[src/hw/rtl/mss_pkg.sv]
// Package for the masked SAD template search block.
// Holds request codes, payload structs, states and store geometry.
// Depends on nothing.
package mss_pkg;

  localparam int TmplAw = 12;
  localparam int SrcAw  = 14;

  typedef enum logic [1:0] {
    REQ_TMPL   = 2'd0,
    REQ_SRC    = 2'd1,
    REQ_SEARCH = 2'd2,
    REQ_NONE   = 2'd3
  } req_e;

  typedef enum logic [2:0] {
    CFG_SRC_W  = 3'd0,
    CFG_SRC_H  = 3'd1,
    CFG_TMPL_W = 3'd2,
    CFG_TMPL_H = 3'd3,
    CFG_X0     = 3'd4,
    CFG_X1     = 3'd5,
    CFG_Y0     = 3'd6,
    CFG_Y1     = 3'd7
  } cfg_e;

  typedef enum logic [2:0] {
    ST_IDLE,
    ST_POS,
    ST_PIX,
    ST_DRAIN,
    ST_CMP,
    ST_DIV,
    ST_OUT
  } state_t;

  typedef struct packed {
    logic [1:0]  req_type;
    logic [13:0] pixel_index;
    logic [7:0]  red;
    logic [7:0]  green;
    logic [7:0]  blue;
    logic        counted;
  } in_item_t;

  typedef struct packed {
    logic [6:0] best_x;
    logic [6:0] best_y;
    logic [9:0] difference;
    logic       found;
  } out_item_t;

  typedef struct packed {
    logic [7:0] src_width;
    logic [7:0] src_height;
    logic [6:0] tmpl_width;
    logic [6:0] tmpl_height;
    logic [6:0] x_start;
    logic [7:0] x_end;
    logic [6:0] y_start;
    logic [7:0] y_end;
  } cfg_t;

  function automatic logic [9:0] absd(input logic [7:0] a, input logic [7:0] b);
    logic [7:0] d;
    d = (a > b) ? (a - b) : (b - a);
    return {2'b0, d};
  endfunction

  function automatic logic [9:0] rgb_sad(input logic [23:0] p, input logic [23:0] q);
    return absd(p[23:16], q[23:16]) + absd(p[15:8], q[15:8]) + absd(p[7:0], q[7:0]);
  endfunction

endpackage

[src/hw/rtl/mss_div.sv]
// Restoring divider, one quotient bit per cycle, for sum over template area.
// Depends on mss_pkg.
module mss_div
  import mss_pkg::*;
(
  input  logic        clk,
  input  logic        rst,
  input  logic        start,
  input  logic [23:0] dividend,
  input  logic [13:0] divisor,
  output logic        busy,
  output logic [23:0] quotient
);
  logic [4:0]  cnt;
  logic [23:0] rem_q;
  logic [13:0] part;
  logic [13:0] part_next;
  logic [14:0] trial;
  logic [14:0] diff;
  logic        ge;

  assign trial = {part, rem_q[23]};
  assign ge = (trial >= {1'b0, divisor});
  assign diff = trial - {1'b0, divisor};
  assign part_next = ge ? diff[13:0] : trial[13:0];

  always_ff @(posedge clk) begin
    if (rst) begin
      busy <= 1'b0;
      cnt  <= '0;
    end else if (start) begin
      busy     <= 1'b1;
      cnt      <= 5'd24;
      rem_q    <= dividend;
      part     <= '0;
      quotient <= '0;
    end else if (busy) begin
      part     <= part_next;
      rem_q    <= {rem_q[22:0], 1'b0};
      quotient <= {quotient[22:0], ge};
      cnt      <= cnt - 5'd1;
      if (cnt == 5'd1) begin
        busy <= 1'b0;
      end
    end
  end
endmodule

[config.mk]
export PLATFORM = sky130hd
export DESIGN_NAME = mss_div
export DESIGN_NICKNAME = d
export VERILOG_FILES = /design/src/hw/rtl/mss_pkg.sv /design/src/hw/rtl/mss_div.sv
export SDC_FILE = /design/constraint.sdc
export NUM_CORES = 1
export LEC_CHECK = 0
export ABC_CLOCK_PERIOD_IN_PS = 3700
export CORE_UTILIZATION = 55
export DETAILED_ROUTE_END_ITERATION = 10
export DONT_BUFFER_PORTS = 1
export PLACE_DENSITY = 0.75
export REMOVE_ABC_BUFFERS = 1
export SLEW_MARGIN = 20
export SYNTH_ARGS = -nofsm -noshare
export SYNTH_HDL_FRONTEND = slang
export SYNTH_SLANG_ARGS = --single-unit
[constraint.sdc]
create_clock -name clk -period 3.7 [get_ports clk]
set_clock_uncertainty 0.2 [all_clocks]
set_input_delay 0.185 -clock clk [delete_from_list [all_inputs] [get_ports clk]]
set_output_delay 0.185 -clock clk [all_outputs]
set_load 0.02 [all_outputs]
# Yosys cells after proc, flatten, opt, wreduce, memory -nomap -nowiden
# Cells that the tools add are included.
# totals
register_bits,68
inputBits,41
out_inout_bits,25
# op_classes
n_addsub,2
n_lt_le_gt_ge,1
n_eq_ne,1
muxes,10
n_bitwise,1
reduce_logical,3
# op_table
op,n
$mux W24,3
$mux W14,2
$ge A15 B14 Y1,1
$sub A14 B14 Y14,1
$mux W5,2
$eq A5 B1 Y1 const B,1
$sub A5 B1 Y5 const B,1
$mux W1,3
$reduce_and A2 Y1,1
$reduce_bool A2 Y1,1
$reduce_or A2 Y1,1
$not A1 Y1,1

# Depth between registers and ports, before layout
# Gate-level depths: netlist (run 1).
# logic_depth
word_depth,4
mapped_depth,10

# Worst setup path after synthesis (run 1)
# OpenSTA, ideal clock, no wires.
# synth_timing
path_kind,reg-to-reg
startpoint,register busy
endpoint,"register part[0], enable pin"
setup_time_ps,483
arrival_time_ps,3233
setup_slack_ps,-216
path_stages_with_launch,3
period_less_slack_ps,3916
cell_sequence,dfxtp_1 -> nor2_1 -> nor2_1
# synth_between
elab_chain_len,2
# synth_lines
element,line,text
start: declaration,mss_div.sv:11,"output logic busy,"
start signal: assignment,mss_div.sv:29,busy <= 1'b0;
start signal: assignment,mss_div.sv:32,busy <= 1'b1;
start signal: assignment,mss_div.sv:43,busy <= 1'b0;
$reduce_bool A2 Y1 (no line),n/a,
$reduce_and A2 Y1 (no line),n/a,
end signal: assignment,mss_div.sv:38,part <= part_next;
end: declaration,mss_div.sv:16,logic [13:0] part;
# No other way between the ends.
# A chain may end at the register's enable or synchronous reset.

# Worst setup path after layout (run 1)
# layout_timing
startpoint,register part[11]
endpoint,register part[1] (data pin)
# layout_between
elab_chain_len,3
# layout_lines
element,line,text
$ge A15 B14 Y1,mss_div.sv:23,"assign ge = (trial >= {1'b0, divisor});"
$mux W14,mss_div.sv:25,assign part_next = ge ? diff[13:0] : trial[13:0];
$mux W14,mss_div.sv:37,end else if (busy) begin
# No other way between the ends. The select of a mux whose other input is x is not followed.

==> results of run 1 <==
## cell usage after synthesis, drive strengths merged (2+ instances only)
cell     n
a211oi   3
a21boi   3
a21o     3
a21oi   11
a31o     4
a31oi    2
and2     2
and4     2
buf      3
clkbuf   9
dfxtp    6
edfxtp  62
ha      17
inv     21
mux2    23
mux2i    8
nand2   11
nand3    5
nand3b   3
nor2    24
nor2b   26
nor3     7
o21a     3
o21ai    7
o41ai    2
xnor2    5
xor2     5
## sequential cells by signal, summed over array words and instances, names as in the netlist
signal,flops
cnt,5
part,14
rem_q,24
quotient,24
busy,1
## logic make-up (layout without fill, tap and decap cells)
logic type | count (synthesis) | in the layout | synth area share
buffers and inverters | 33 | 68 | 0.0387
adders and majority gates | 18 | 18 | 0.0643
xor gates and xnor gates | 10 | 10 | 0.0242
DFF | 68 | 68 | 0.548
AOI/OAI and AO/OA | 47 | 47 | 0.0996
and+or+nand+nor | 88 | 88 | 0.132
muxes | 31 | 31 | 0.0937
## repair_timing
| item | in CTS | in global routing |
|---|---|---|
| hold buffers | 27 | 0 |
| hold endpoints to repair | 68 | 0 |
| gates resized for setup | 0 | 0 |
## power by group
part           internal, W  switching [W]  leakage (nW)
Clock             0.000449       0.000288         0.117
Combinational     0.000163       0.000179         0.836
Sequential        0.000910      0.0000481         0.651
Total              0.00152       0.000516          1.60
## layer usage
metal	global-route usage	share of wire	vias to the layer above
met4	0.0690	0.015	0
met2	0.326	0.47	60
met1	0.249	0.46	1085
met5	0	0	-
met3	0.0746	0.054	9
li1	-	-	1136
## cell type report
cell class / instances / area [um^2]
clock buffers: 10 / 128
clock inverters: 6 / 111
fillers: 475 / 2130
inverters: 21 / 78.8
multi-input cells: 194 / 1500
flip-flops and latches: 68 / 1980
well taps: 77 / 96.3
repair buffers: 31 / 318
## worst paths after layout
kind,from,endpoint,depth (start not counted)
min reg2reg,cnt[1],cnt[1],2
max,part[11],part[1],8
max reg2reg,part[11],part[1],8
min,start,cnt[2],2
## per-stage QoR
step	utilization	hold WS, ns	setup TNS (ns)	worst slack, ns
after floorplan	-	0.0574	-13.52	-0.216
after global placement	0.581	0.0586	0	0.822
after detailed placement	0.581	0.0646	0	0.742
after CTS	0.664	0.0364	0	0.716
after global routing	0.664	0.0687	0	0.568
final	0.664	0.0368	0	0.739
==> metrics.txt, run 1 <==
row count 29; Slew Limit Fails 0; I/O Pins 66; Tot Pwr 0.00204 W; Synth top area share 0.515; antenna diode count 0; Async SR Flop Fraction 0; Crit path max-delay family compound AO/OA/AOI/OAI gates; syn avg cell area 12.3 um^2; leak pwr 1.60 nW; vias in the first global route 2410; Detailed Place HPWL about 4000 um; Root Driver clkbuf_8; CTS tree yes; H-tree lvl count 3; Most used DFF post-synth edfxtp_1; fin crit share 0.800; DRT antenna net count 0; core area 6350 um^2; FMAX 0.338 GHz; Setup crit start kind flop; CP Max Fanout 10; Residual DRC 0; DIE AREA approximately 6900 um^2; YS warnings 0; Post-Syn Area 3620 um^2; CP cell instances ha_1, a21o_1, a211o_1, a31o_4, a211oi_2, buf_4, mux2i_1, nor2_1; Die X 83.1 um; Layout Cells excl Fill 407; Initial DRC Count 105; area leader, netlist edfxtp_1; Max-slew headroom 0.618; Seq cells post-synth a little under 70; drt total wl 6490 um; Layout area overhead 16.6%; CP Buf/Inv Count 1; GR Util All Layers 0.201; routability cong. 0.842; postcts setup bufs 0; WL/cell 15.9 um; final hold vios 0; Synth area leaders edfxtp_1 51%, mux2_2 7.2%, ha_1 5.9%; Worst Tran Pin Value 0.572 ns; pwr dens 483 nW/um^2; Area after DPL 3690 um^2; register area share after synthesis 0.548; critical path endpoint category flop; total gr overflow 0; starting density of the core 0.570; worst setup path category reg2reg; Pre-antenna DRT Iters 4; Reg clk slew, reported paths 0.08 ns; most frequent cells in the layout 62 x edfxtp_1, 26 x dlygate4sd3_1, 25 x nor2b_1; Final Setup Violations 0; via count 2290; number of synthesized flops with an enable pin 62; fin area around 4200 um^2; share of cells above drive strength 1 0.164; Via density roughly 5.6; PortBufs 0; Final Net Count 384; Crit path required time approximately 3.6 ns; Die Ht 83.1 um; worst-case clock buffer depth 2; placed insts around 360; CP Data Arrival Time 2.86 ns; initial antenna violation count 0; first-pass GRT wire length approximately 11000 um; worst reg2reg setup slack 0.74 ns; commonest non-fill, non-tap cell in the layout edfxtp_1; Synth Instances 295; Peak VDD IR 347 uV; number of clock buffers inserted by TritonCTS 9; RSZ-0062 raised after global routing false; largest net degree at the start of global routing 70; Tightest Hold Check Type in2reg; CTS sink count 68; min cycle time layout 2.96 ns; Synth cell types 54; status complete, no violations; worst stage delay on the critical path 0.46 ns; Worst-Skew Late Latency 0.34 ns; slowest CP cell a211oi_2; Max-cap violations 0
No activity file was read; power rests on OpenSTA's default activity.
==> inputs of run 2 (changes only) <==
Settings changed: ABC_CLOCK_PERIOD_IN_PS 3700 to 3100, PLACE_DENSITY 0.75 to 0.72.
Clock period 3.7 ns to 3.1 ns, I/O delays scaled along.
==> run 2 against run 1 <==
Combinational power is 20% higher. Total power grew 15%. Routed wire length grew 0.72%. Largest cell class unchanged. Largest power group unchanged.
==> metrics.txt, run 2 (synthesized netlist as in run 1, its figures left out) <==
PortBufs 0 (unchanged); CTS tree yes; post-route setup TNS 0 ns (unchanged); DIE AREA 6910 um^2 (unchanged); Die X 83.1 um (unchanged); Detailed Place HPWL 3940 um (-0.71%); worst setup path category reg2reg; Layout Cells excl Fill 405 (-0.49%); core area 6350 um^2 (unchanged); total gr overflow 0 (unchanged); largest net degree at the start of global routing 70 (unchanged); Worst Tran Pin Value 0.406 ns (-0.166 ns); Tot Pwr 0.00235 W (+15%); slowest CP cell edfxtp_1; min cycle time layout 2.68 ns (-0.281 ns); Die Ht 83.1 um (unchanged); drt total wl 6540 um (+0.72%); Setup crit start kind flop; row count 29 (unchanged); status complete, no violations; Final Setup Violations 0 (unchanged); placed insts 363 (-0.27%); H-tree lvl count 3 (unchanged); CP Max Fanout 12 (+2); most frequent cells in the layout 62 x edfxtp_1, 26 x dlygate4sd3_1, 25 x nor2b_1; fin crit share 0.864 (+0.0641); Largest regs quotient: 24 flops, rem_q: 24 flops, part: 14 flops; Root Driver clkbuf_8; Max-slew headroom 0.727 (+0.109); worst stage delay on the critical path 0.42 ns (-0.04 ns); Tightest Hold Check Type in2reg; initial antenna violation count 0 (unchanged); via count 2333 (+1.9%); final hold vios 0 (unchanged); RSZ-0062 raised after global routing false; CTS sink count 68 (unchanged); pwr dens 560 nW/um^2 (+16%); Final Net Count 383 (-0.26%); share of cells above drive strength 1 0.162 (-0.00205); vias in the first global route 2292 (-4.9%); hold depth 2 (unchanged); DRT antenna net count 0 (unchanged); Worst-Skew Late Latency 0.34 ns (about the same); post-CTS resize count 0 (unchanged); Slew Limit Fails 0 (unchanged); Reg2Reg Depth 8 (unchanged); commonest non-fill, non-tap cell in the layout edfxtp_1; CP Buf/Inv Count 1 (unchanged); critical path endpoint category flop; antenna diode count 0 (unchanged); Peak VDD IR 358 uV (+3.2%); FMAX 0.373 GHz (+11%); CP Data Arrival Time 2.57 ns (-0.29 ns); Initial DRC Count 99 (-5.7%); Crit path depth 8 (unchanged); Layout area overhead 16.0%; GR Util All Layers 0.204 (+0.00265); Crit path max-delay family compound AO/OA/AOI/OAI gates; Reg clk slew, reported paths 0.08 ns (about the same); Crit path required time 2.99 ns (-0.61 ns); worst-case clock buffer depth 2 (unchanged); CP cell instances ha_1, a21o_1, a211o_1, a31o_4, a211oi_2, buf_4, mux2i_1, nor2_1; starting density of the core 0.570 (unchanged); leak pwr 1.59 nW (-0.79%); number of clock buffers inserted by TritonCTS 9 (unchanged); routability cong. 0.825 (-2.0%); Via density 5.76 (+2.4%); Residual DRC 0 (unchanged); WL/cell 16.1 um (+1.2%); I/O Pins 66 (unchanged); Max-cap violations 0 (unchanged); Pre-antenna DRT Iters 4 (unchanged); first-pass GRT wire length 10900 um (-0.39%)
[run 2: cell types whose count changed in the layout (fill, tap and decap cells not counted), sizes merged]
| cell | delta |
|---|---|
| buf | -1 |
| inv | -1 |
| clkinv | +2 |
| bufinv | -1 |
| clkbuf | -1 |
[run 2: final cells by class]
cell class                      instances  area [um^2]
Fill cell                             485         2150
Tap cell                               77         96.3
Clock buffer                            9          124
Sequential cell                        68         1980
Inverter                               21         78.8
Multi-Input combinational cell        194         1500
Clock inverter                          6         90.1
Timing Repair Buffer                   30          323
[run 2: where the power goes]
group | leakage (nW) | internal, W | switching, W
Sequential | 0.651 | 0.00109 | 0.0000570
Clock | 0.105 | 0.000450 | 0.000348
Combinational | 0.835 | 0.000195 | 0.000214
Total | 1.59 | 0.00173 | 0.000619
[run 2: worst paths after layout]
kind	to	start	slack [ns]
worst max-delay path	part[5]	part[11]	0.42
worst min-delay path	cnt[0]	start	0.009
worst max register to register	part[5]	part[11]	0.42
worst min register to register	cnt[1]	cnt[1]	0.30
[run 2: per-layer routing]
layer	global-route usage	vias up	routed length, um
met5	0	-	0
met4	0.105	0	145
met3	0.0596	14	317
met2	0.320	70	3070
met1	0.257	1109	3000
li1	-	1140	-
[run 2: metrics by stage]
stage                     hold WS [ns]  setup slack (ns)  area [um^2]  utilization
after global placement          0.0293             0.474         3700        0.582
after global routing            0.0260             0.249         4200        0.661
after CTS                      0.00623             0.408         4200        0.661
final                          0.00946             0.420         4200        0.661
after detailed placement        0.0313             0.415         3700        0.582
after floorplan                 0.0274            -0.816         3560            -
[run 2: what timing repair did]
item	in CTS	in global routing
setup buffers	0	0
hold buffers	27	0
endpoints found under the hold margin	76	0
